### src/sv/vcdg_pkg.sv
// Shared types, sizes and register codes of the central difference gradient block.
package vcdg_pkg;

    // Largest volume the storage is built for
    localparam int MAX_X = 256;
    localparam int MAX_Y = 256;
    localparam int MAX_Z = 256;

    localparam int SAMPLE_W  = 8;
    localparam int CFG_W     = 9;
    localparam int CFG_IDX_W = 3;

    // Size, pair product and volume count widths
    localparam int MAX_XY   = MAX_X > MAX_Y ? MAX_X : MAX_Y;
    localparam int MAX_SIZE = MAX_XY > MAX_Z ? MAX_XY : MAX_Z;
    localparam int SIZE_W   = $clog2(MAX_SIZE + 1);

    localparam longint unsigned PAIR_XY  = longint'(MAX_X) * longint'(MAX_Y);
    localparam longint unsigned PAIR_YZ  = longint'(MAX_Y) * longint'(MAX_Z);
    localparam longint unsigned PAIR_XZ  = longint'(MAX_X) * longint'(MAX_Z);
    localparam longint unsigned PAIR_A   = PAIR_XY > PAIR_YZ ? PAIR_XY : PAIR_YZ;
    localparam longint unsigned MAX_PAIR = PAIR_A > PAIR_XZ ? PAIR_A : PAIR_XZ;
    localparam int PAIR_W = $clog2(MAX_PAIR + 1);

    localparam longint unsigned MAX_TOTAL = PAIR_XY * longint'(MAX_Z);
    localparam int CNT_W = $clog2(MAX_TOTAL + 1);

    // Delay line rings: plane segment holds X*(Y-1)-1 words, row segment X-2
    localparam int PLANE_RING = MAX_X * (MAX_Y - 1) - 1;
    localparam int ROW_RING   = MAX_X > 3 ? MAX_X - 2 : 1;
    localparam int PLANE_AW   = PLANE_RING > 1 ? $clog2(PLANE_RING) : 1;
    localparam int ROW_AW     = ROW_RING > 1 ? $clog2(ROW_RING) : 1;

    // Register indexes
    localparam logic [CFG_IDX_W-1:0] REG_X_SIZE = CFG_IDX_W'(0);
    localparam logic [CFG_IDX_W-1:0] REG_Y_SIZE = CFG_IDX_W'(1);
    localparam logic [CFG_IDX_W-1:0] REG_Z_SIZE = CFG_IDX_W'(2);
    localparam logic [CFG_IDX_W-1:0] REG_MODE   = CFG_IDX_W'(3);

    // Opcodes
    localparam logic OP_SAMPLE = 1'b0;
    localparam logic OP_DRAIN  = 1'b1;

    // Reset configuration, clamped to the built sizes
    localparam int RST_X = MAX_X < 256 ? MAX_X : 256;
    localparam int RST_Y = MAX_Y < 256 ? MAX_Y : 256;
    localparam int RST_Z = MAX_Z < 256 ? MAX_Z : 256;
    localparam logic [PAIR_W-1:0] RST_PLANE = PAIR_W'(longint'(RST_X) * longint'(RST_Y));
    localparam logic [PAIR_W-1:0] RST_YZ    = PAIR_W'(longint'(RST_Y) * longint'(RST_Z));
    localparam logic [PAIR_W-1:0] RST_XZ    = PAIR_W'(longint'(RST_X) * longint'(RST_Z));
    localparam logic [CNT_W-1:0]  RST_TOTAL =
        CNT_W'(longint'(RST_X) * longint'(RST_Y) * longint'(RST_Z));

    typedef struct packed {
        logic                       opcode;
        logic signed [SAMPLE_W-1:0] sample;
    } t_item;

    typedef struct packed {
        logic signed [SAMPLE_W-1:0] voxel_value;
        logic signed [SAMPLE_W-1:0] grad_x;
        logic signed [SAMPLE_W-1:0] grad_y;
        logic signed [SAMPLE_W-1:0] grad_z;
        logic                       last;
    } t_result;

    // Stencil taps around the center voxel r
    typedef struct packed {
        logic signed [SAMPLE_W-1:0] plus_z;
        logic signed [SAMPLE_W-1:0] plus_y;
        logic signed [SAMPLE_W-1:0] plus_x;
        logic signed [SAMPLE_W-1:0] center;
        logic signed [SAMPLE_W-1:0] minus_x;
        logic signed [SAMPLE_W-1:0] minus_y;
        logic signed [SAMPLE_W-1:0] minus_z;
    } t_taps;

    // Result request with edge flags for the stencil stage
    typedef struct packed {
        logic valid;
        logic pass;
        logic last;
        logic lo_x;
        logic lo_y;
        logic lo_z;
        logic hi_x;
        logic hi_y;
        logic hi_z;
    } t_issue;

    // Clamp a written size into [2, hi]
    function automatic logic [SIZE_W-1:0] clamp_size(logic [CFG_W-1:0] v, int hi);
        int val;
        val = int'(v);
        if (val < 2) begin
            val = 2;
        end else if (val > hi) begin
            val = hi;
        end
        return SIZE_W'(val);
    endfunction

endpackage

### src/sv/vcdg_ctrl.sv
// Configuration registers, volume counters and result issue with edge flags.
module vcdg_ctrl (
    input  logic                           i_clk,
    input  logic                           i_rst_n,
    input  logic                           i_in_valid,
    input  vcdg_pkg::t_item                i_item,
    input  logic                           i_cfg_we,
    input  logic [vcdg_pkg::CFG_IDX_W-1:0] i_cfg_idx,
    input  logic [vcdg_pkg::CFG_W-1:0]     i_cfg_data,
    input  logic                           i_out_free,
    output logic                           o_in_stall,
    output logic                           o_shift,
    output logic                           o_restart,
    output logic [vcdg_pkg::SIZE_W-1:0]    o_xs,
    output logic [vcdg_pkg::PAIR_W-1:0]    o_plane,
    output vcdg_pkg::t_issue               o_issue
);
    import vcdg_pkg::*;

    logic [SIZE_W-1:0] r_xs;
    logic [SIZE_W-1:0] r_ys;
    logic [SIZE_W-1:0] r_zs;
    logic              r_mode;
    logic [PAIR_W-1:0] r_plane;
    logic [PAIR_W-1:0] r_yz;
    logic [PAIR_W-1:0] r_xz;
    logic [CNT_W-1:0]  r_total;
    logic [CNT_W-1:0]  r_taken;
    logic [CNT_W-1:0]  r_given;
    logic [CNT_W-1:0]  n_taken;
    logic [CNT_W-1:0]  n_given;
    t_issue            r_s1;
    t_issue            n_issue;

    logic              cfg_hit;
    logic [SIZE_W-1:0] wr_size;
    logic              accept;
    logic              is_sample;
    logic              room;
    logic              store;
    logic              flush;
    logic [CNT_W:0]    given_ext;
    logic [CNT_W:0]    total_ext;

    function automatic logic [PAIR_W-1:0] pair_mul(logic [SIZE_W-1:0] a, logic [SIZE_W-1:0] b);
        logic [2*SIZE_W-1:0] p;
        p = a * b;
        return p[PAIR_W-1:0];
    endfunction

    function automatic logic [CNT_W-1:0] vol_mul(logic [SIZE_W-1:0] a, logic [PAIR_W-1:0] b);
        logic [SIZE_W+PAIR_W-1:0] p;
        p = a * b;
        return p[CNT_W-1:0];
    endfunction

    assign wr_size = clamp_size(i_cfg_data,
        (i_cfg_idx == REG_X_SIZE) ? MAX_X : ((i_cfg_idx == REG_Y_SIZE) ? MAX_Y : MAX_Z));

    // Known register indexes restart the volume
    always_comb begin
        case (i_cfg_idx)
            REG_X_SIZE, REG_Y_SIZE, REG_Z_SIZE, REG_MODE: cfg_hit = i_cfg_we;
            default:                                      cfg_hit = 1'b0;
        endcase
    end

    // Write configuration; keep the pair and volume products current
    always_ff @(posedge i_clk) begin
        if (!i_rst_n) begin
            r_xs    <= SIZE_W'(RST_X);
            r_ys    <= SIZE_W'(RST_Y);
            r_zs    <= SIZE_W'(RST_Z);
            r_mode  <= 1'b1;
            r_plane <= RST_PLANE;
            r_yz    <= RST_YZ;
            r_xz    <= RST_XZ;
            r_total <= RST_TOTAL;
        end else if (i_cfg_we) begin
            case (i_cfg_idx)
                REG_X_SIZE: begin
                    r_xs    <= wr_size;
                    r_plane <= pair_mul(wr_size, r_ys);
                    r_xz    <= pair_mul(wr_size, r_zs);
                    r_total <= vol_mul(wr_size, r_yz);
                end
                REG_Y_SIZE: begin
                    r_ys    <= wr_size;
                    r_plane <= pair_mul(r_xs, wr_size);
                    r_yz    <= pair_mul(wr_size, r_zs);
                    r_total <= vol_mul(wr_size, r_xz);
                end
                REG_Z_SIZE: begin
                    r_zs    <= wr_size;
                    r_yz    <= pair_mul(r_ys, wr_size);
                    r_xz    <= pair_mul(r_xs, wr_size);
                    r_total <= vol_mul(wr_size, r_plane);
                end
                REG_MODE: begin
                    r_mode <= i_cfg_data[0];
                end
                default: begin
                end
            endcase
        end
    end

    // Decide storage, delay line shift and result issue for the word
    assign o_in_stall = r_s1.valid && !i_out_free;
    assign accept     = i_in_valid && !o_in_stall;
    assign is_sample  = (i_item.opcode == OP_SAMPLE);
    assign room       = (r_taken != r_total);
    assign store      = accept && is_sample && room;
    assign flush      = accept && !is_sample && !room && r_mode;
    assign given_ext  = {1'b0, r_given};
    assign total_ext  = {1'b0, r_total};

    always_comb begin
        n_issue.pass  = !r_mode;
        n_issue.valid = r_mode ? ((store && r_taken >= CNT_W'(r_plane)) || flush) : store;
        n_issue.last  = (given_ext + (CNT_W+1)'(1) == total_ext);
        n_issue.lo_x  = (r_given == '0);
        n_issue.lo_y  = (r_given < CNT_W'(r_xs));
        n_issue.lo_z  = (r_given < CNT_W'(r_plane));
        n_issue.hi_x  = (given_ext + (CNT_W+1)'(1) >= total_ext);
        n_issue.hi_y  = (given_ext + (CNT_W+1)'(r_xs) >= total_ext);
        n_issue.hi_z  = (given_ext + (CNT_W+1)'(r_plane) >= total_ext);
    end

    // Count stored samples and issued results; drop both at volume end or on a known register write
    always_comb begin
        n_taken = r_taken + CNT_W'(store);
        n_given = r_given + CNT_W'(n_issue.valid);
        if (cfg_hit || (n_issue.valid && n_issue.last)) begin
            n_taken = '0;
            n_given = '0;
        end
    end

    always_ff @(posedge i_clk) begin
        if (!i_rst_n) begin
            r_taken <= '0;
            r_given <= '0;
        end else begin
            r_taken <= n_taken;
            r_given <= n_given;
        end
    end

    // Hold the issued request until the result register takes it
    always_ff @(posedge i_clk) begin
        if (!i_rst_n) begin
            r_s1 <= '0;
        end else if (accept) begin
            r_s1 <= n_issue;
        end else if (i_out_free) begin
            r_s1.valid <= 1'b0;
        end
    end

    assign o_shift   = store || flush;
    assign o_restart = cfg_hit;
    assign o_xs      = r_xs;
    assign o_plane   = r_plane;
    assign o_issue   = r_s1;

`ifndef SYNTHESIS
    a_given_le_taken: assert property (@(posedge i_clk) disable iff (!i_rst_n)
        r_given <= r_taken)
        else $error("results issued exceed samples stored");

    a_taken_le_total: assert property (@(posedge i_clk) disable iff (!i_rst_n)
        r_taken <= r_total)
        else $error("samples stored exceed volume size");

    a_last_restarts: assert property (@(posedge i_clk) disable iff (!i_rst_n)
        (accept && n_issue.valid && n_issue.last) |=> (r_taken == '0 && r_given == '0))
        else $error("counters not cleared after final voxel");

    a_pass_in_step: assert property (@(posedge i_clk) disable iff (!i_rst_n)
        !r_mode |-> (r_taken == r_given))
        else $error("pass-through mode left a sample pending");
`endif

endmodule

### config.mk
export PLATFORM = sky130hd
export DESIGN_NAME = vcdg_ctrl
export DESIGN_NICKNAME = d
export VERILOG_FILES = /design/src/sv/vcdg_pkg.sv /design/src/sv/vcdg_ctrl.sv
export SDC_FILE = /design/constraint.sdc
export NUM_CORES = 2
export LEC_CHECK = 0
export BUFFER_PORTS_ARGS = -buffer_cell sky130_fd_sc_hd__buf_2
export CORE_MARGIN = 5
export CORE_UTILIZATION = 48
export CTS_CLUSTER_DIAMETER = 120
export DETAILED_ROUTE_END_ITERATION = 10
export GPL_ROUTABILITY_DRIVEN = 0
export GPL_TIMING_DRIVEN = 1
export SLEW_MARGIN = 20
export SYNTH_ARGS = -nofsm -noshare
export SYNTH_HDL_FRONTEND = slang
export SYNTH_SLANG_ARGS = --single-unit
### constraint.sdc
create_clock -name i_clk -period 16.7 [get_ports i_clk]
set_input_delay 4.175 -clock i_clk [delete_from_list [all_inputs] [get_ports i_clk]]
set_output_delay 4.175 -clock i_clk [all_outputs]
set_load 0.05 [all_outputs]
## Word-level counts from Yosys, hierarchy flattened

Cells that the tools add are included.

| storage, ports and cells | value |
|---|---|
| flip-flop bits (word level) | 163 |
| output and inout port bits | 38 |
| logic and storage cells | 88 |

| cells by class | value |
|---|---|
| add/sub/neg operators | 5 |
| multiply operators | 6 |
| order comparisons | 8 |
| eq/ne operators | 5 |
| multiplexer cells | 10 |
| bitwise operators | 2 |
| reductions and logical operators | 33 |

Operators by type and width:

| kind | count |
|---|---|
| case mux 17 bit (2 select lines) | 3 |
| greater-or-equal comparator 26 x 25 -> 1 bit | 3 |
| multiplier 9 x 17 -> 25 bit | 3 |
| case mux 25 bit (3 select lines) | 1 |
| multiplier 9 x 9 -> 17 bit | 3 |
| adder 25 x 1 -> 25 bit | 2 |
| adder 25 x 1 -> 26 bit (second input constant) | 1 |
| adder 25 x 17 -> 26 bit | 1 |
| adder 25 x 9 -> 26 bit | 1 |
| equality test 26 x 25 -> 1 bit | 1 |
| greater-or-equal comparator 25 x 17 -> 1 bit | 1 |
| zero test 25 bit | 1 |
| < comparator 25 x 17 -> 1 bit | 1 |
| < comparator 25 x 9 -> 1 bit | 1 |
| inequality test 25 bit | 1 |
| 2-to-1 mux 9 bit | 2 |
| AND reduction 2 bit | 8 |
| > comparator 9 bit (second input constant) | 1 |
| logical AND 1 bit | 9 |
| < comparator 9 x 2 -> 1 bit (second input constant) | 1 |
| nonzero test 2 bit | 4 |
| equality test 3 x 2 -> 1 bit (second input constant) | 2 |
| zero test 1 bit | 4 |
| 2-to-1 mux 1 bit | 4 |
| 7 further kinds | 10 |

## Depth between registers and ports, before layout

| logic depth | value |
|---|---|
| word-level depth | 12 |
| mapped depth | 25 |
| gate-level depth less buffers | 23 |

## Worst setup path after synthesis

No wires, ideal clock.

| path | value |
|---|---|
| kind | in2reg |
| start | in i_cfg_data[6] (netlist bit) |
| end | reg r_total[18] |
| library setup time | 0.134 ns |
| data arrival time | 9.747 ns |
| setup slack | 6.819 ns |
| cell stages on the path | 22 |
| path buffers | 2 |
| cells stage by stage | nor4_1 > a21oi_1 > nor2_1 > clkbuf_1 > clkbuf_1 > nand2_1 > fa_1 > inv_1 > fa_1 > fa_1 > inv_1 > fa_1 > inv_1 > ha_1 > or4_1 > o22a_1 > a221o_1 > a2111oi_0 > nor3_1 > xor2_1 > a22oi_1 > o22ai_1 |

| on the way | value |
|---|---|
| cells in the longest elaborated chain, start to end | 5 |
| elaborated cells between the ends (all ways) | 8 |

Ends and longest elaborated chain:

| what | RTL line | RTL |
|---|---|---|
| from (decl) | vcdg_ctrl.sv:9 | `input logic [vcdg_pkg::CFG_W-1:0] i_cfg_data,` |
| > comparator 9 bit | vcdg_pkg.sv:97 | `end else if (val > hi) begin` |
| 2-to-1 mux 9 bit | vcdg_pkg.sv:97 |  |
| 2-to-1 mux 9 bit (*) | vcdg_pkg.sv:95 | `if (val < 2) begin` |
| multiplier 9 x 17 -> 25 bit | vcdg_ctrl.sv:53 | `p = a * b;` |
| case mux 25 bit (3 select lines) (*) | vcdg_ctrl.sv:80 | `case (i_cfg_idx)` |
| to (signal assigned) | vcdg_ctrl.sv:85 | `r_total <= vol_mul(wr_size, r_yz);` |
| to (signal assigned) | vcdg_ctrl.sv:91 | `r_total <= vol_mul(wr_size, r_xz);` |
| to (signal assigned) | vcdg_ctrl.sv:97 | `r_total <= vol_mul(wr_size, r_plane);` |
| to (decl) | vcdg_ctrl.sv:27 | `logic [CNT_W-1:0] r_total;` |

Every way passes the cells marked *; elsewhere a longest branch is shown, timed or not.
A chain may end at the register's enable or synchronous reset.

## Worst setup path after layout

| path | value |
|---|---|
| start | in i_cfg_data[6] (netlist bit) |
| end | reg r_total[23] |

Same word-level chain as after synthesis.

==> flow_summary.json <==
{
  "grt_max_degree": 62,
  "drv_slew": 0,
  "nNetsFinal": 4849,
  "grt_use_total": 0.260,
  "avgSynthCellArea_um2": 8.11,
  "synth.area.top_cells": "fa_1 28%, ha_1 15%, dfxtp_1 9.8%",
  "finalInstanceArea_mm2": 0.0347,
  "cp.required_ns": 17.10,
  "synthCells": 4093,
  "hold_viol_final": 0,
  "wl_per_cell_um": 19.3,
  "yosysTopAreaCell": "fa_1",
  "synth-async-reset-ratio": 0,
  "drt_iter0_drc": 1770,
  "p_total_mw": 1.30,
  "power_density_mw_per_mm2": 37.4,
  "clkLatencyLatePin_ns": 0.50,
  "grtUsageMet1": 0.360,
  "nFillCells": 6759,
  "dp_hpwl_um": 73600,
  "io_buffers": 55,
  "period_needed_ns": 11.12,
  "overflow": 0,
  "cts_resized": 0,
  "start_util": 0.484,
  "layout.area.seq_mm2": 0.00326,
  "leakage_nw": 17.3,
  "fin_crit_sh": 0.666,
  "synth_common_cells": "692 x inv_1, 527 x nand2_1, 464 x fa_1",
  "maxCapViolations": 0,
  "fp.dieW_um": 273,
  "yosysMostFrequentCell": "inv_1",
  "die_h_um": 273,
  "final_layout_size_suffix_gt1_frac": 0.0412,
  "ir_drop_uv": 84.1,
  "met2_usage": 0.437,
  "timing.hold.ws_ns": 0.482,
  "placed_area_mm2": 0.0341,
  "critPathMaxFanout": 35,
  "slew-limit-headroom": 0.394,
  "worst_pin_slew_ns": 0.908,
  "finalSetupViolCount": 0,
  "htreeDepth": 4,
  "start_kind": "primary input",
  "cts_tree": "yes",
  "grt.busiest_layer": "met2",
  "drc_errors": 0,
  "area_delta_synth_final_pct": 4.49,
  "synth_edf_count": 0,
  "root_buffer": "clkbuf_16",
  "fin_cells": 4917,
  "clk_path_buf_depth": 2,
  "skew_ns": 0.0203,
  "core_mm2": 0.0686,
  "cts_buffers": 17,
  "hp-class": "reg2reg",
  "synth-seq-area-share": 0.0983,
  "wl_um": 95000,
  "ys_warn_count": 0,
  "setup_tns_ns": 0,
  "status": "complete, no violations",
  "use_met3": 0.0313,
  "row_count": 96,
  "grt_first_pass_wirelength_um": 153000,
  "final_antenna_net_count": 0,
  "syn_area_mm2": 0.0332,
  "rsz0062_at_grt": "no",
  "clk_pin_slew_ns": 0.07,
  "end_kind": "flop",
  "io-pin-count": 64,
  "crit_arrival_ns": 11.52,
  "synth.distinct_cells": 71,
  "antenna_found_initial": 1,
  "post_cts_buffers": 0,
  "synth_fp_nets": 4973,
  "synth_top_area_frac": 0.280,
  "cts.sinks": 163,
  "dieArea_mm2": 0.0745,
  "multi_input_area_mm2": 0.0265,
  "synth_ff_type": "dfxtp_1",
  "dpl.cell_count": 4881,
  "worstSetupPathType": "in2reg",
  "max_freq_ghz": 0.0900,
  "vias_per_cell": 5.45,
  "num_vias": 26800,
  "hold_buffers": 0,
  "synth_seq_cells": 163,
  "dr.pass1.iters": 6,
  "grt_pass1_vias": 26800
}
-- final timing paths --
path | startpoint | slack (ns) | to | cells past startpoint
worst min-delay path | o_issue[4] | 0.48 | o_issue[4] | 2
worst min register to register | o_issue[4] | 0.48 | o_issue[4] | 2
worst max register to register | r_yz[10] | 10.72 | r_total[17] | 17
worst max-delay path | i_cfg_data[6] | 5.58 | r_total[23] | 25
-- power by group --
| part | internal [mW] | leakage (nW) | switching, mW | total [mW] |
|---|---|---|---|---|
| sequential | 0.401 | 1.32 | 0.0335 | 0.434 |
| clock | 0.215 | 0.297 | 0.208 | 0.423 |
| combinational | 0.153 | 15.7 | 0.287 | 0.441 |
| total | 0.769 | 17.3 | 0.529 | 1.30 |
-- routing by layer --
| metal | part of all wire | up-vias |
|---|---|---|
| met3 | 0.051 | 107 |
| met5 | 0 | - |
| met2 | 0.47 | 653 |
| met1 | 0.45 | 13400 |
| li1 | - | 12600 |
| met4 | 0.027 | 0 |
-- cell type report --
type,count,share of cell area
well taps,931,0.0336
flip-flops and latches,163,0.0941
multi-input cells,3001,0.763
clock buffers,17,0.0123
clock inverters,15,0.00537
inverters,693,0.0750
diodes,4,0.000289
repair buffers,93,0.0162
-- state kept, by name, summed over array words and instances (netlist names) --
signal   count
r_given     25
r_taken     25
r_total     25
o_plane     17
r_xz        17
r_yz        17
o_issue      9
o_xs         9
r_ys         9
r_zs         9
r_mode       1
-- placed cells by master (no fill, tap or decap), drive strengths merged, types with 48 or more instances in the layout --
master / count
fa: 464
nand2: 527
a21oi: 165
a211oi: 48
dfxtp: 163
nor2: 233
inv: 701
xnor2: 139
buf: 93
and2: 345
xor2: 92
nand3: 55
ha: 390
o21ai: 101
-- critical path: stages --
cell and delay (ns):
buf_2 0.10, nor4_1 0.52, a21oi_1 0.13, buf_4 0.22, nor2_4 0.52, buf_4 0.47
buf_4 0.51, nand2_1 0.14, fa_1 0.54, inv_1 0.05, fa_1 0.50, inv_1 0.06
fa_1 0.50, fa_1 0.49, inv_1 0.04, ha_1 0.34, nand3_1 0.12, o2111ai_1 0.33
or4b_2 0.63, nand3b_1 0.19, a211o_1 0.15, a21oi_1 0.07, xnor2_1 0.29, a221oi_1 0.15
a221oi_1 0.29
-- logic make-up (layout without fill, tap and decap cells) --
family          Yosys count  in the layout  synth area share
simple gates           1355           1355             0.197
flops                   163            163            0.0983
other cells               0              4                 0
compound gates          549            549             0.107
mux                      12             12           0.00366
xor+xnor                231            231            0.0609
buf+inv                 929            818             0.106
fa+ha+maj               854            854             0.427
-- through the flow --
stage | setup slack [ns] | utilization
6_report | 5.58 | 0.506
3_5_place_dp | 5.08 | 0.497
4_1_cts | 5.59 | 0.506
3_3_place_gp | 5.09 | 0.497
5_1_grt | 5.15 | 0.506
2_1_floorplan | 6.82 | -
Note: power is estimated with default switching activity, not from simulation.
