File: config.mk
export PLATFORM = sky130hd
export DESIGN_NAME = vcdg_stencil
export DESIGN_NICKNAME = d
export VERILOG_FILES = /design/src/sv/vcdg_pkg.sv /design/src/sv/vcdg_stencil.sv
export SDC_FILE = /design/constraint.sdc
export NUM_CORES = 1
export LEC_CHECK = 0
export BUFFER_PORTS_ARGS = -buffer_cell sky130_fd_sc_hd__clkbuf_2
export CAP_MARGIN = 5
export CORE_MARGIN = 1
export CORE_UTILIZATION = 48
export DETAILED_ROUTE_END_ITERATION = 8
export PLACE_DENSITY = 0.78
export SYNTH_ARGS = -nofsm -noshare
export SYNTH_HDL_FRONTEND = slang
export SYNTH_SLANG_ARGS = --single-unit
export TNS_END_PERCENT = 30
File: constraint.sdc
create_clock -name i_clk -period 10.52 [get_ports i_clk]
set_input_delay 1.578 -clock i_clk [delete_from_list [all_inputs] [get_ports i_clk]]
set_output_delay 1.578 -clock i_clk [all_outputs]
set_load 0.05 [all_outputs]
File: src/sv/vcdg_pkg.sv
// Shared types, sizes and register codes of the central difference gradient block.
package vcdg_pkg;

    // Largest volume the storage is built for
    localparam int MAX_X = 256;
    localparam int MAX_Y = 256;
    localparam int MAX_Z = 256;

    localparam int SAMPLE_W  = 8;
    localparam int CFG_W     = 9;
    localparam int CFG_IDX_W = 3;

    // Size, pair product and volume count widths
    localparam int MAX_XY   = MAX_X > MAX_Y ? MAX_X : MAX_Y;
    localparam int MAX_SIZE = MAX_XY > MAX_Z ? MAX_XY : MAX_Z;
    localparam int SIZE_W   = $clog2(MAX_SIZE + 1);

    localparam longint unsigned PAIR_XY  = longint'(MAX_X) * longint'(MAX_Y);
    localparam longint unsigned PAIR_YZ  = longint'(MAX_Y) * longint'(MAX_Z);
    localparam longint unsigned PAIR_XZ  = longint'(MAX_X) * longint'(MAX_Z);
    localparam longint unsigned PAIR_A   = PAIR_XY > PAIR_YZ ? PAIR_XY : PAIR_YZ;
    localparam longint unsigned MAX_PAIR = PAIR_A > PAIR_XZ ? PAIR_A : PAIR_XZ;
    localparam int PAIR_W = $clog2(MAX_PAIR + 1);

    localparam longint unsigned MAX_TOTAL = PAIR_XY * longint'(MAX_Z);
    localparam int CNT_W = $clog2(MAX_TOTAL + 1);

    // Delay line rings: plane segment holds X*(Y-1)-1 words, row segment X-2
    localparam int PLANE_RING = MAX_X * (MAX_Y - 1) - 1;
    localparam int ROW_RING   = MAX_X > 3 ? MAX_X - 2 : 1;
    localparam int PLANE_AW   = PLANE_RING > 1 ? $clog2(PLANE_RING) : 1;
    localparam int ROW_AW     = ROW_RING > 1 ? $clog2(ROW_RING) : 1;

    // Register indexes
    localparam logic [CFG_IDX_W-1:0] REG_X_SIZE = CFG_IDX_W'(0);
    localparam logic [CFG_IDX_W-1:0] REG_Y_SIZE = CFG_IDX_W'(1);
    localparam logic [CFG_IDX_W-1:0] REG_Z_SIZE = CFG_IDX_W'(2);
    localparam logic [CFG_IDX_W-1:0] REG_MODE   = CFG_IDX_W'(3);

    // Opcodes
    localparam logic OP_SAMPLE = 1'b0;
    localparam logic OP_DRAIN  = 1'b1;

    // Reset configuration, clamped to the built sizes
    localparam int RST_X = MAX_X < 256 ? MAX_X : 256;
    localparam int RST_Y = MAX_Y < 256 ? MAX_Y : 256;
    localparam int RST_Z = MAX_Z < 256 ? MAX_Z : 256;
    localparam logic [PAIR_W-1:0] RST_PLANE = PAIR_W'(longint'(RST_X) * longint'(RST_Y));
    localparam logic [PAIR_W-1:0] RST_YZ    = PAIR_W'(longint'(RST_Y) * longint'(RST_Z));
    localparam logic [PAIR_W-1:0] RST_XZ    = PAIR_W'(longint'(RST_X) * longint'(RST_Z));
    localparam logic [CNT_W-1:0]  RST_TOTAL =
        CNT_W'(longint'(RST_X) * longint'(RST_Y) * longint'(RST_Z));

    typedef struct packed {
        logic                       opcode;
        logic signed [SAMPLE_W-1:0] sample;
    } t_item;

    typedef struct packed {
        logic signed [SAMPLE_W-1:0] voxel_value;
        logic signed [SAMPLE_W-1:0] grad_x;
        logic signed [SAMPLE_W-1:0] grad_y;
        logic signed [SAMPLE_W-1:0] grad_z;
        logic                       last;
    } t_result;

    // Stencil taps around the center voxel r
    typedef struct packed {
        logic signed [SAMPLE_W-1:0] plus_z;
        logic signed [SAMPLE_W-1:0] plus_y;
        logic signed [SAMPLE_W-1:0] plus_x;
        logic signed [SAMPLE_W-1:0] center;
        logic signed [SAMPLE_W-1:0] minus_x;
        logic signed [SAMPLE_W-1:0] minus_y;
        logic signed [SAMPLE_W-1:0] minus_z;
    } t_taps;

    // Result request with edge flags for the stencil stage
    typedef struct packed {
        logic valid;
        logic pass;
        logic last;
        logic lo_x;
        logic lo_y;
        logic lo_z;
        logic hi_x;
        logic hi_y;
        logic hi_z;
    } t_issue;

    // Clamp a written size into [2, hi]
    function automatic logic [SIZE_W-1:0] clamp_size(logic [CFG_W-1:0] v, int hi);
        int val;
        val = int'(v);
        if (val < 2) begin
            val = 2;
        end else if (val > hi) begin
            val = hi;
        end
        return SIZE_W'(val);
    endfunction

endpackage

File: src/sv/vcdg_stencil.sv
// Edge selection, half differences and the result register.
module vcdg_stencil (
    input  logic              i_clk,
    input  logic              i_rst_n,
    input  vcdg_pkg::t_issue  i_issue,
    input  vcdg_pkg::t_taps   i_taps,
    input  logic              i_out_stall,
    output logic              o_out_free,
    output logic              o_out_valid,
    output vcdg_pkg::t_result o_result
);
    import vcdg_pkg::*;

    logic    r_valid;
    t_result r_result;
    t_result n_result;

    // (plus - minus) / 2 truncated toward zero
    function automatic logic [SAMPLE_W-1:0] half_diff(logic signed [SAMPLE_W-1:0] plus,
                                                      logic signed [SAMPLE_W-1:0] minus);
        logic signed [SAMPLE_W:0] d;
        logic signed [SAMPLE_W:0] adj;
        d   = {plus[SAMPLE_W-1], plus} - {minus[SAMPLE_W-1], minus};
        adj = d + {{SAMPLE_W{1'b0}}, d[SAMPLE_W]};
        return adj[SAMPLE_W:1];
    endfunction

    // Out-of-volume taps take the center; pass mode zeros gradients
    always_comb begin
        n_result.last = i_issue.last;
        if (i_issue.pass) begin
            n_result.voxel_value = i_taps.plus_z;
            n_result.grad_x      = '0;
            n_result.grad_y      = '0;
            n_result.grad_z      = '0;
        end else begin
            n_result.voxel_value = i_taps.center;
            n_result.grad_x = half_diff(i_issue.hi_x ? i_taps.center : i_taps.plus_x,
                                        i_issue.lo_x ? i_taps.center : i_taps.minus_x);
            n_result.grad_y = half_diff(i_issue.hi_y ? i_taps.center : i_taps.plus_y,
                                        i_issue.lo_y ? i_taps.center : i_taps.minus_y);
            n_result.grad_z = half_diff(i_issue.hi_z ? i_taps.center : i_taps.plus_z,
                                        i_issue.lo_z ? i_taps.center : i_taps.minus_z);
        end
    end

    assign o_out_free = !r_valid || !i_out_stall;

    // Load the result register whenever it is empty or being taken
    always_ff @(posedge i_clk) begin
        if (!i_rst_n) begin
            r_valid <= 1'b0;
        end else if (o_out_free) begin
            r_valid <= i_issue.valid;
        end
    end

    always_ff @(posedge i_clk) begin
        if (o_out_free && i_issue.valid) begin
            r_result <= n_result;
        end
    end

    assign o_out_valid = r_valid;
    assign o_result    = r_result;

endmodule

After elaboration in Yosys (flattened, before gate mapping). Index checks and enable logic that the tools add are counted.

Add/sub/neg operators: 6. Mux-type cells: 7. Reductions and logical operators: 4.

Operators with widths (number): two-way mux 8 bit (6); two-way mux 32 bit (1); adder 9 x 1 -> 9 bit (3); subtractor 8 x 8 -> 9 bit (3); zero test 1 bit (2); logical AND 1 bit (1); logical OR 1 bit (1).

Register bits: 34. Word-level logic and storage cells: 23. Output and inout bits: 35. Input port bits: 68.

Longest topological paths before layout. Gate-level depths: netlist of run 1.

Depth in word-level cells: 4. Gate-level depth with buffers: 14. Depth with buffers taken out: 13.

Worst setup path after synthesis of run 1. Ideal clock, no wire load.

Path type: input port to flip-flop. Start: input i_issue[3] (netlist name). End: register r_result (netlist bit o_result[8]), data pin. Buffers on the path: 1. Setup time: 269 ps. Path slack: 5934 ps. Data required time: 10251 ps. Arrival time: 4317 ps. Stages on the path: 14. Cell sequence: clkbuf_1 -> mux2_2 -> ha_1 -> inv_1 -> fa_1 -> and3_1 -> o21a_1 -> o21ai_2 -> nor2b_1 -> ha_1 -> nand2_1 -> nor4_2 -> and4_1 -> nor3_1.

Cells in the longest elaborated chain, start to end: 3.

RTL lines: start, declared (line vcdg_stencil.sv:5) `input vcdg_pkg::t_issue i_issue,`; two-way mux 8 bit (line vcdg_stencil.sv:43) `i_issue.lo_z ? i_taps.center : i_taps.minus_z);`; subtractor 8 x 8 -> 9 bit (line vcdg_stencil.sv:23) `d = {plus[SAMPLE_W-1], plus} - {minus[SAMPLE_W-1], minus};`; adder 9 x 1 -> 9 bit (line vcdg_stencil.sv:24) `adj = d + {{SAMPLE_W{1'b0}}, d[SAMPLE_W]};`; end signal, assigned (line vcdg_stencil.sv:60) `r_result <= n_result;`; end, declared (line vcdg_stencil.sv:15) `t_result r_result;`.

Every way passes these cells. A chain may end at the register's enable or synchronous reset.

Worst setup path in the final report of run 1. Ends and elaborated chain as after synthesis.

==> results.json, run 1 <==
{
  "cp_data_arrival_time_ps": 4410,
  "synthesis.area_sq_mm": 0.00344,
  "rsz0062_at_grt": "false",
  "cp_slowest_cell": "fa_1",
  "postCtsResizedCells": 0,
  "cp.required_ps": 10530,
  "dp.final_hpwl_microns": 6630,
  "synthArstFlopShare_pct": 0,
  "hold_viol_final": 0,
  "maxCapViolCount": 0,
  "cts_buffer_depth": 2,
  "syn_to_final_growth_pct": 19.4,
  "postCtsSetupBuffers": 0,
  "p_leak_nw": 1.77,
  "synth-simple-area-share_pct": 18.3,
  "synth_top_area_cell": "edfxtp_1",
  "post-route-min-period_ps": 4400,
  "floorplan.initialDensity_pct": 50.0,
  "wirelength_microns": 8270,
  "critPathLaunchType": "input port",
  "maxSlewViolCount": 0,
  "synth_adder_area_share_pct": 10.9,
  "grt_overflow": 0,
  "port_buffers": 102,
  "diodes": 0,
  "drc": 0,
  "worst_slew_pin_slew_ps": 682,
  "vias": 3062,
  "yosysWarnings": 0,
  "synth_nets": 446,
  "ios": 103,
  "synth_top_family_by_area": "multiplexers",
  "cts-root-buf": "clkbuf_8",
  "tns_ps": 0,
  "hp-class": "register to register",
  "synth_area_leaders": "edfxtp_1, mux2_2, ha_1, mux2i_1, xnor2_1",
  "antenna_found_initial": 0,
  "synth_xor_area_share_pct": 4.59,
  "path_cells": "clkbuf_2 -> mux2_2 -> ha_1 -> inv_1 -> fa_1 -> and3_1 -> o21a_1 -> o21ai_2 -> nor2b_1 -> ha_1 -> nand2_1 -> nor4_2 -> and4_1 -> nor3_1",
  "setup_viol": 0,
  "cts-buffers-inserted": 5,
  "finalNetCount": 543,
  "grt_max_degree": 34,
  "synth-seq-cells": 34,
  "max_freq_mhz": 227,
  "end_kind": "register",
  "path_clk_slew_ps": 70,
  "die_w_microns": 86.6,
  "drtAntennaViolNets": 0,
  "grt_first_pass_wirelength_microns": 13100,
  "die_height_microns": 86.6,
  "cts_tree": "done",
  "die-area_sq_mm": 0.00750,
  "ys.flop_type": "edfxtp_1",
  "cp_num_buf_inv": 2,
  "synth_edf_count": 33,
  "worstHoldPathCells": 2,
  "coreArea_sq_mm": 0.00687,
  "r2r_cells": 3,
  "outcome": "complete, no violations",
  "drtIter0Drc": 119,
  "crit_fanout": 8,
  "rows": 30,
  "grt_usage_pct": 22.3,
  "finish.utilization_pct": 59.7,
  "ys_top_cells_by_count": "edfxtp_1, mux2_2, nor2_1",
  "netlist_instances": 350,
  "synthMuxAreaShare_pct": 18.5,
  "clock_latency_ps": 280,
  "grt_pass1_vias": 2889,
  "cpPeakStageDelay_ps": 390,
  "synth_compound_area_share_pct": 15.4,
  "synth_cell_types": 64,
  "p_per_area_mw_per_mm2": 136,
  "place_congestion": 0.852,
  "ys_seq_area_share_pct": 29.4,
  "synth_top_cell_area_share_pct": 28.8,
  "critPathKind": "input port to register",
  "max-vdd-ir-drop_uv": 46.3,
  "critical_path.top_delay_family": "simple AND/OR/NAND/NOR gates",
  "skew_ps": 2.61,
  "vias_per_cell": 5.63,
  "relSlewSlack_pct": 54.5,
  "cts.sinks": 34,
  "wl_per_cell_microns": 15.2,
  "firstDrtPassIters": 4,
  "htreeDepth": 2,
  "ctsHoldBuffers": 0,
  "layout-drive-gt1-share_pct": 35.3,
  "post_synth.cell_area_avg_sq_um": 9.82,
  "cp_num_cells": 14,
  "cp_common_cell": "ha_1",
  "fin_crit_sh_pct": 41.8
}
[power by group]
group	switching, mW	total, mW	leakage (nW)	internal (mW)
registers	0.00428	0.174	0.335	0.169
logic	0.182	0.288	1.39	0.106
clock network	0.0446	0.0974	0.0482	0.0527
[worst register-to-register path: stages, from the launching register on]
cell and delay (ps):
dfxtp_1 320, nand2_1 70, and2_1 120, buf_4 370
[cells in the final DEF, fill, tap and decap left out, types with 5 or more instances in the layout]
master	n
xor2_1	5
mux2i_1	24
nor3b_1	5
o21ai_0	8
ha_1	25
a21o_1	5
nor2_1	28
inv_1	8
clkbuf_2	102
o21a_1	7
nand2_1	22
nor2b_1	12
nand3_1	7
nor3_1	15
clkbuf_8	6
xnor2_1	13
edfxtp_1	33
mux2_2	33
a21oi_1	19
[logic make-up after synthesis]
family | after synthesis
and+or+nand+nor | 116
muxes | 59
xor gates and xnor gates | 18
buffers and inverters | 23
adders and majority gates | 28
DFF | 34
AOI/OAI and AO/OA | 72
[through the flow]
step	power [mW]	cells	worst slack (ps)	area, sq um	hold slack [ps]
2_1_floorplan	0.401	350	5930	3440	750
4_1_cts	0.561	544	6130	4100	536
5_1_grt	0.596	544	5900	4100	556
3_3_place_gp	0.456	536	5940	4010	517
6_report	0.559	544	6120	4100	532
3_5_place_dp	0.462	536	5830	4010	526
[layer usage]
| metal | share of wire, % | track usage, % | wire [microns] |
|---|---|---|---|
| met5 | 0 | 0 | 0 |
| met2 | 46 | 38.0 | 3830 |
| met4 | 2.0 | 8.03 | 166 |
| met3 | 7.2 | 3.81 | 598 |
| met1 | 44 | 28.5 | 3680 |
[cell type report]
class	count	area [sq um]
fill	640	2770
inverter	10	38.8
tap	96	120
clock buffer	7	86.3
timing repair buffer	103	518
clock inverter	1	5.00
sequential	34	1010
multi-input combinational	293	2320
[path summary, 6_finish.rpt]
| kind | startpoint | slack [ps] | to |
|---|---|---|---|
| worst min register to register | o_out_valid | 530 | o_out_valid |
| worst min-delay path | o_out_valid | 530 | o_out_valid |
| worst max-delay path | i_issue[3] | 6120 | o_result[8] |
| worst max register to register | o_out_valid | 9280 | o_result[10] |
[sequential cells by signal (all words and copies together), names as in the netlist]
| signal | flops |
|---|---|
| o_out_valid | 1 |
| o_result | 33 |
No activity file was read; power rests on OpenSTA's default activity.
==> run 2: changes to the inputs <==
--- a/config.mk
+++ b/config.mk
@@ -5,6 +5,7 @@
 export SDC_FILE = /design/constraint.sdc
 export NUM_CORES = 1
 export LEC_CHECK = 0
+export ABC_AREA = 1
 export BUFFER_PORTS_ARGS = -buffer_cell sky130_fd_sc_hd__clkbuf_2
 export CAP_MARGIN = 5
 export CORE_MARGIN = 1
==> constraint.sdc (replaced) <==
create_clock -name i_clk -period 4.2 [get_ports i_clk]
set_input_delay 0.63 -clock i_clk [delete_from_list [all_inputs] [get_ports i_clk]]
set_output_delay 0.63 -clock i_clk [all_outputs]
set_load 0.05 [all_outputs]
==> results.json, run 2 <==
{
  "outcome": "complete, no violations",
  "worst_slew_pin_slew_ps": 1060,
  "cts.sinks": 34,
  "ff2ff_setup_slack_ps": 2620,
  "layout_common_cells": "nand2_1, clkbuf_2, inv_1",
  "port_buffers": 102,
  "p_sw_uw": 667,
  "worstSetupStartpoint": "i_issue[3]",
  "place_congestion": 0.921,
  "maxCapViolCount": 0,
  "hold_viol_final": 0,
  "wirelength_microns": 8690,
  "synth-seq-cells": 34,
  "ctsHoldBuffers": 0,
  "relSlewSlack_pct": 29.2,
  "syn_to_final_growth_pct": 19.2,
  "grt_first_pass_wirelength_microns": 14000,
  "synth_area_leaders": "edfxtp_1, nand2_1, ha_1, inv_1, nor2_1",
  "layout-drive-gt1-share_pct": 26.7,
  "postCtsResizedCells": 0,
  "cts-root-buf": "clkbuf_8",
  "drc": 0,
  "seq_area_sq_mm": 0.00101,
  "r2r-end": "o_result[17]",
  "n_fill_cell": 673,
  "grt_overflow": 0,
  "swShare_pct": 45.8,
  "maxSlewViolCount": 0,
  "critPathLaunchType": "input port",
  "antenna_found_initial": 0,
  "synthArstFlopShare_pct": 0,
  "final_common_cell": "nand2_1",
  "drtAntennaViolNets": 0,
  "synth_top_area_cell": "edfxtp_1",
  "grt_pass1_vias": 3184,
  "ios": 103,
  "r2r_cells": 1,
  "end_kind": "register",
  "coreArea_sq_mm": 0.00725,
  "regToRegStartpoint": "o_out_valid",
  "synth_nets": 628,
  "finalNetCount": 725,
  "vias_per_cell": 5.10,
  "synth_top_cell_area_share_pct": 27.5,
  "clock_latency_ps": 300,
  "tns_ps": 0,
  "critPathCapture": "o_result[8]",
  "dp.final_hpwl_microns": 7240,
  "die_w_microns": 88.6,
  "synth_cell_types": 32,
  "p_per_area_mw_per_mm2": 339,
  "hold_ws_ps": 524,
  "ys_top_cells_by_count": "nand2_1, inv_1, nor2_1",
  "synthesis.area_sq_mm": 0.00360,
  "p_leak_nw": 2.26,
  "wl_per_cell_microns": 11.9,
  "cp_slowest_cell": "fa_1",
  "path_clk_slew_ps": 70,
  "die-area_sq_mm": 0.00784,
  "cp_num_buf_inv": 4,
  "yosysMostFrequentCell": "nand2_1",
  "grt_usage_pct": 22.9,
  "intPower_uw": 788,
  "skew_ps": 14.5,
  "max_freq_mhz": 316,
  "clockPowerShare_pct": 17.7,
  "seq_power_share_pct": 29.6,
  "critPathKind": "input port to register",
  "cpPeakStageDelay_ps": 400,
  "multi_input_area_sq_mm": 0.00226,
  "critical_path.top_delay_family": "simple AND/OR/NAND/NOR gates",
  "hp-class": "input port to register",
  "firstDrtPassIters": 5,
  "setup_viol": 0,
  "diodes": 0,
  "cts_buffer_depth": 2,
  "cp.required_ps": 4250,
  "path_cells": "clkbuf_2 -> nor2_1 -> a21oi_1 -> ha_1 -> inv_1 -> fa_1 -> nand2_2 -> nand2_4 -> nand3_2 -> nand2_2 -> nand2_2 -> nand3_4 -> inv_4 -> ha_1 -> inv_1 -> nor2_2 -> nand3_1 -> nor2_1 -> nand4_1 -> nand2_1 -> nor2_1",
  "grt_max_degree": 34,
  "max-vdd-ir-drop_uv": 137,
  "postCtsSetupBuffers": 0,
  "cp_data_arrival_time_ps": 3210,
  "crit_fanout": 16,
  "rsz0062_at_grt": "false",
  "cts-buffers-inserted": 5,
  "vias": 3719,
  "ys.flop_type": "edfxtp_1",
  "fin_crit_sh_pct": 75.4,
  "floorplan.initialDensity_pct": 49.6,
  "cts_tree": "done",
  "largest_reg_flops": 33,
  "rows": 31,
  "drtIter0Drc": 227,
  "yosysWarnings": 0,
  "die_height_microns": 88.6,
  "synth_edf_count": 33,
  "htreeDepth": 2,
  "cp_num_cells": 21,
  "netlist_instances": 532,
  "post-route-min-period_ps": 3170,
  "finish.utilization_pct": 59.1,
  "ys_seq_area_share_pct": 28.1,
  "combPwrFrac_pct": 52.7,
  "post_synth.cell_area_avg_sq_um": 6.76
}
==> run 2: cell types whose count changed in the layout (fill, tap and decap cells not counted), moves of 9 or more <==
| cell | previous run | this run |
|---|---|---|
| nor2b_1 | 12 | 0 |
| nor2_2 | 0 | 9 |
| nor2_1 | 28 | 64 |
| nand3_2 | 0 | 13 |
| nand2_1 | 22 | 145 |
| o21ai_0 | 8 | 36 |
| mux2_2 | 33 | 0 |
| nor3_1 | 15 | 2 |
| a21oi_1 | 19 | 37 |
| nand2_2 | 0 | 17 |
| inv_1 | 8 | 73 |
| mux2i_1 | 24 | 0 |
| nand3_1 | 7 | 27 |
| xnor2_1 | 13 | 0 |
==> run 2: cell type report <==
cell class	instances	share of cell area [%]
Tap cell	99	2.89
Sequential cell	34	23.6
Timing Repair Buffer	102	11.9
Multi-Input combinational cell	410	52.7
Inverter	76	6.71
Clock inverter	2	0.292
Clock buffer	6	1.93
==> run 2: routing by layer <==
layer  part of all wire, %  wire (microns)  up-vias  global-route usage [%]
met5                     0               0        -                       0
met4                   1.7             150        0                    5.28
met3                   6.7             579       13                    3.92
met2                    43            3760      153                    36.2
met1                    48            4190     1639                    32.6
li1                      -               -     1914                       -
==> run 2: worst min path at each step <==
stage               depth (start not counted)  slack, ps          end        start
detailed placement                          2        550  o_out_valid  o_out_valid
global route                                1        510  o_result[0]   i_issue[6]
global placement                            2        520  o_out_valid  o_out_valid
CTS                                         1        520  o_result[0]   i_issue[6]
floorplan                                   0        730  o_result[0]   i_issue[6]
finish                                      1        520  o_result[0]   i_issue[6]
==> run 2: power by group through the flow <==
| stage | Combinational, mW | Clock (mW) | Sequential [mW] |
|---|---|---|---|
| 6_report | 0.767 | 0.257 | 0.431 |
| 5_1_grt | 0.852 | 0.275 | 0.435 |
| 4_1_cts | 0.761 | 0.258 | 0.431 |
| 3_5_place_dp | 0.758 | 0 | 0.439 |
| 3_3_place_gp | 0.738 | 0 | 0.438 |
| 2_1_floorplan | 0.467 | 0 | 0.565 |
==> run 2: per-stage QoR <==
| step | setup slack (ps) | cell area (sq um) | std cells | total power, mW |
|---|---|---|---|---|
| 3_3_place_gp | 868 | 4190 | 721 | 1.18 |
| 4_1_cts | 1050 | 4290 | 729 | 1.45 |
| 5_1_grt | 777 | 4290 | 729 | 1.56 |
| 2_1_floorplan | 794 | 3600 | 532 | 1.03 |
| 3_5_place_dp | 747 | 4190 | 721 | 1.20 |
| 6_report | 1030 | 4290 | 729 | 1.46 |
==> run 2: cell families after synthesis <==
family,after synthesis,synth area share [%]
AND/OR/NAND/NOR,297,39.2
adder cells (fa/ha/maj),28,10.4
XOR/XNOR,2,0.487
AO/OA/AOI/OAI,83,12.5
buffers and inverters,88,9.36
flip-flops,34,28.1
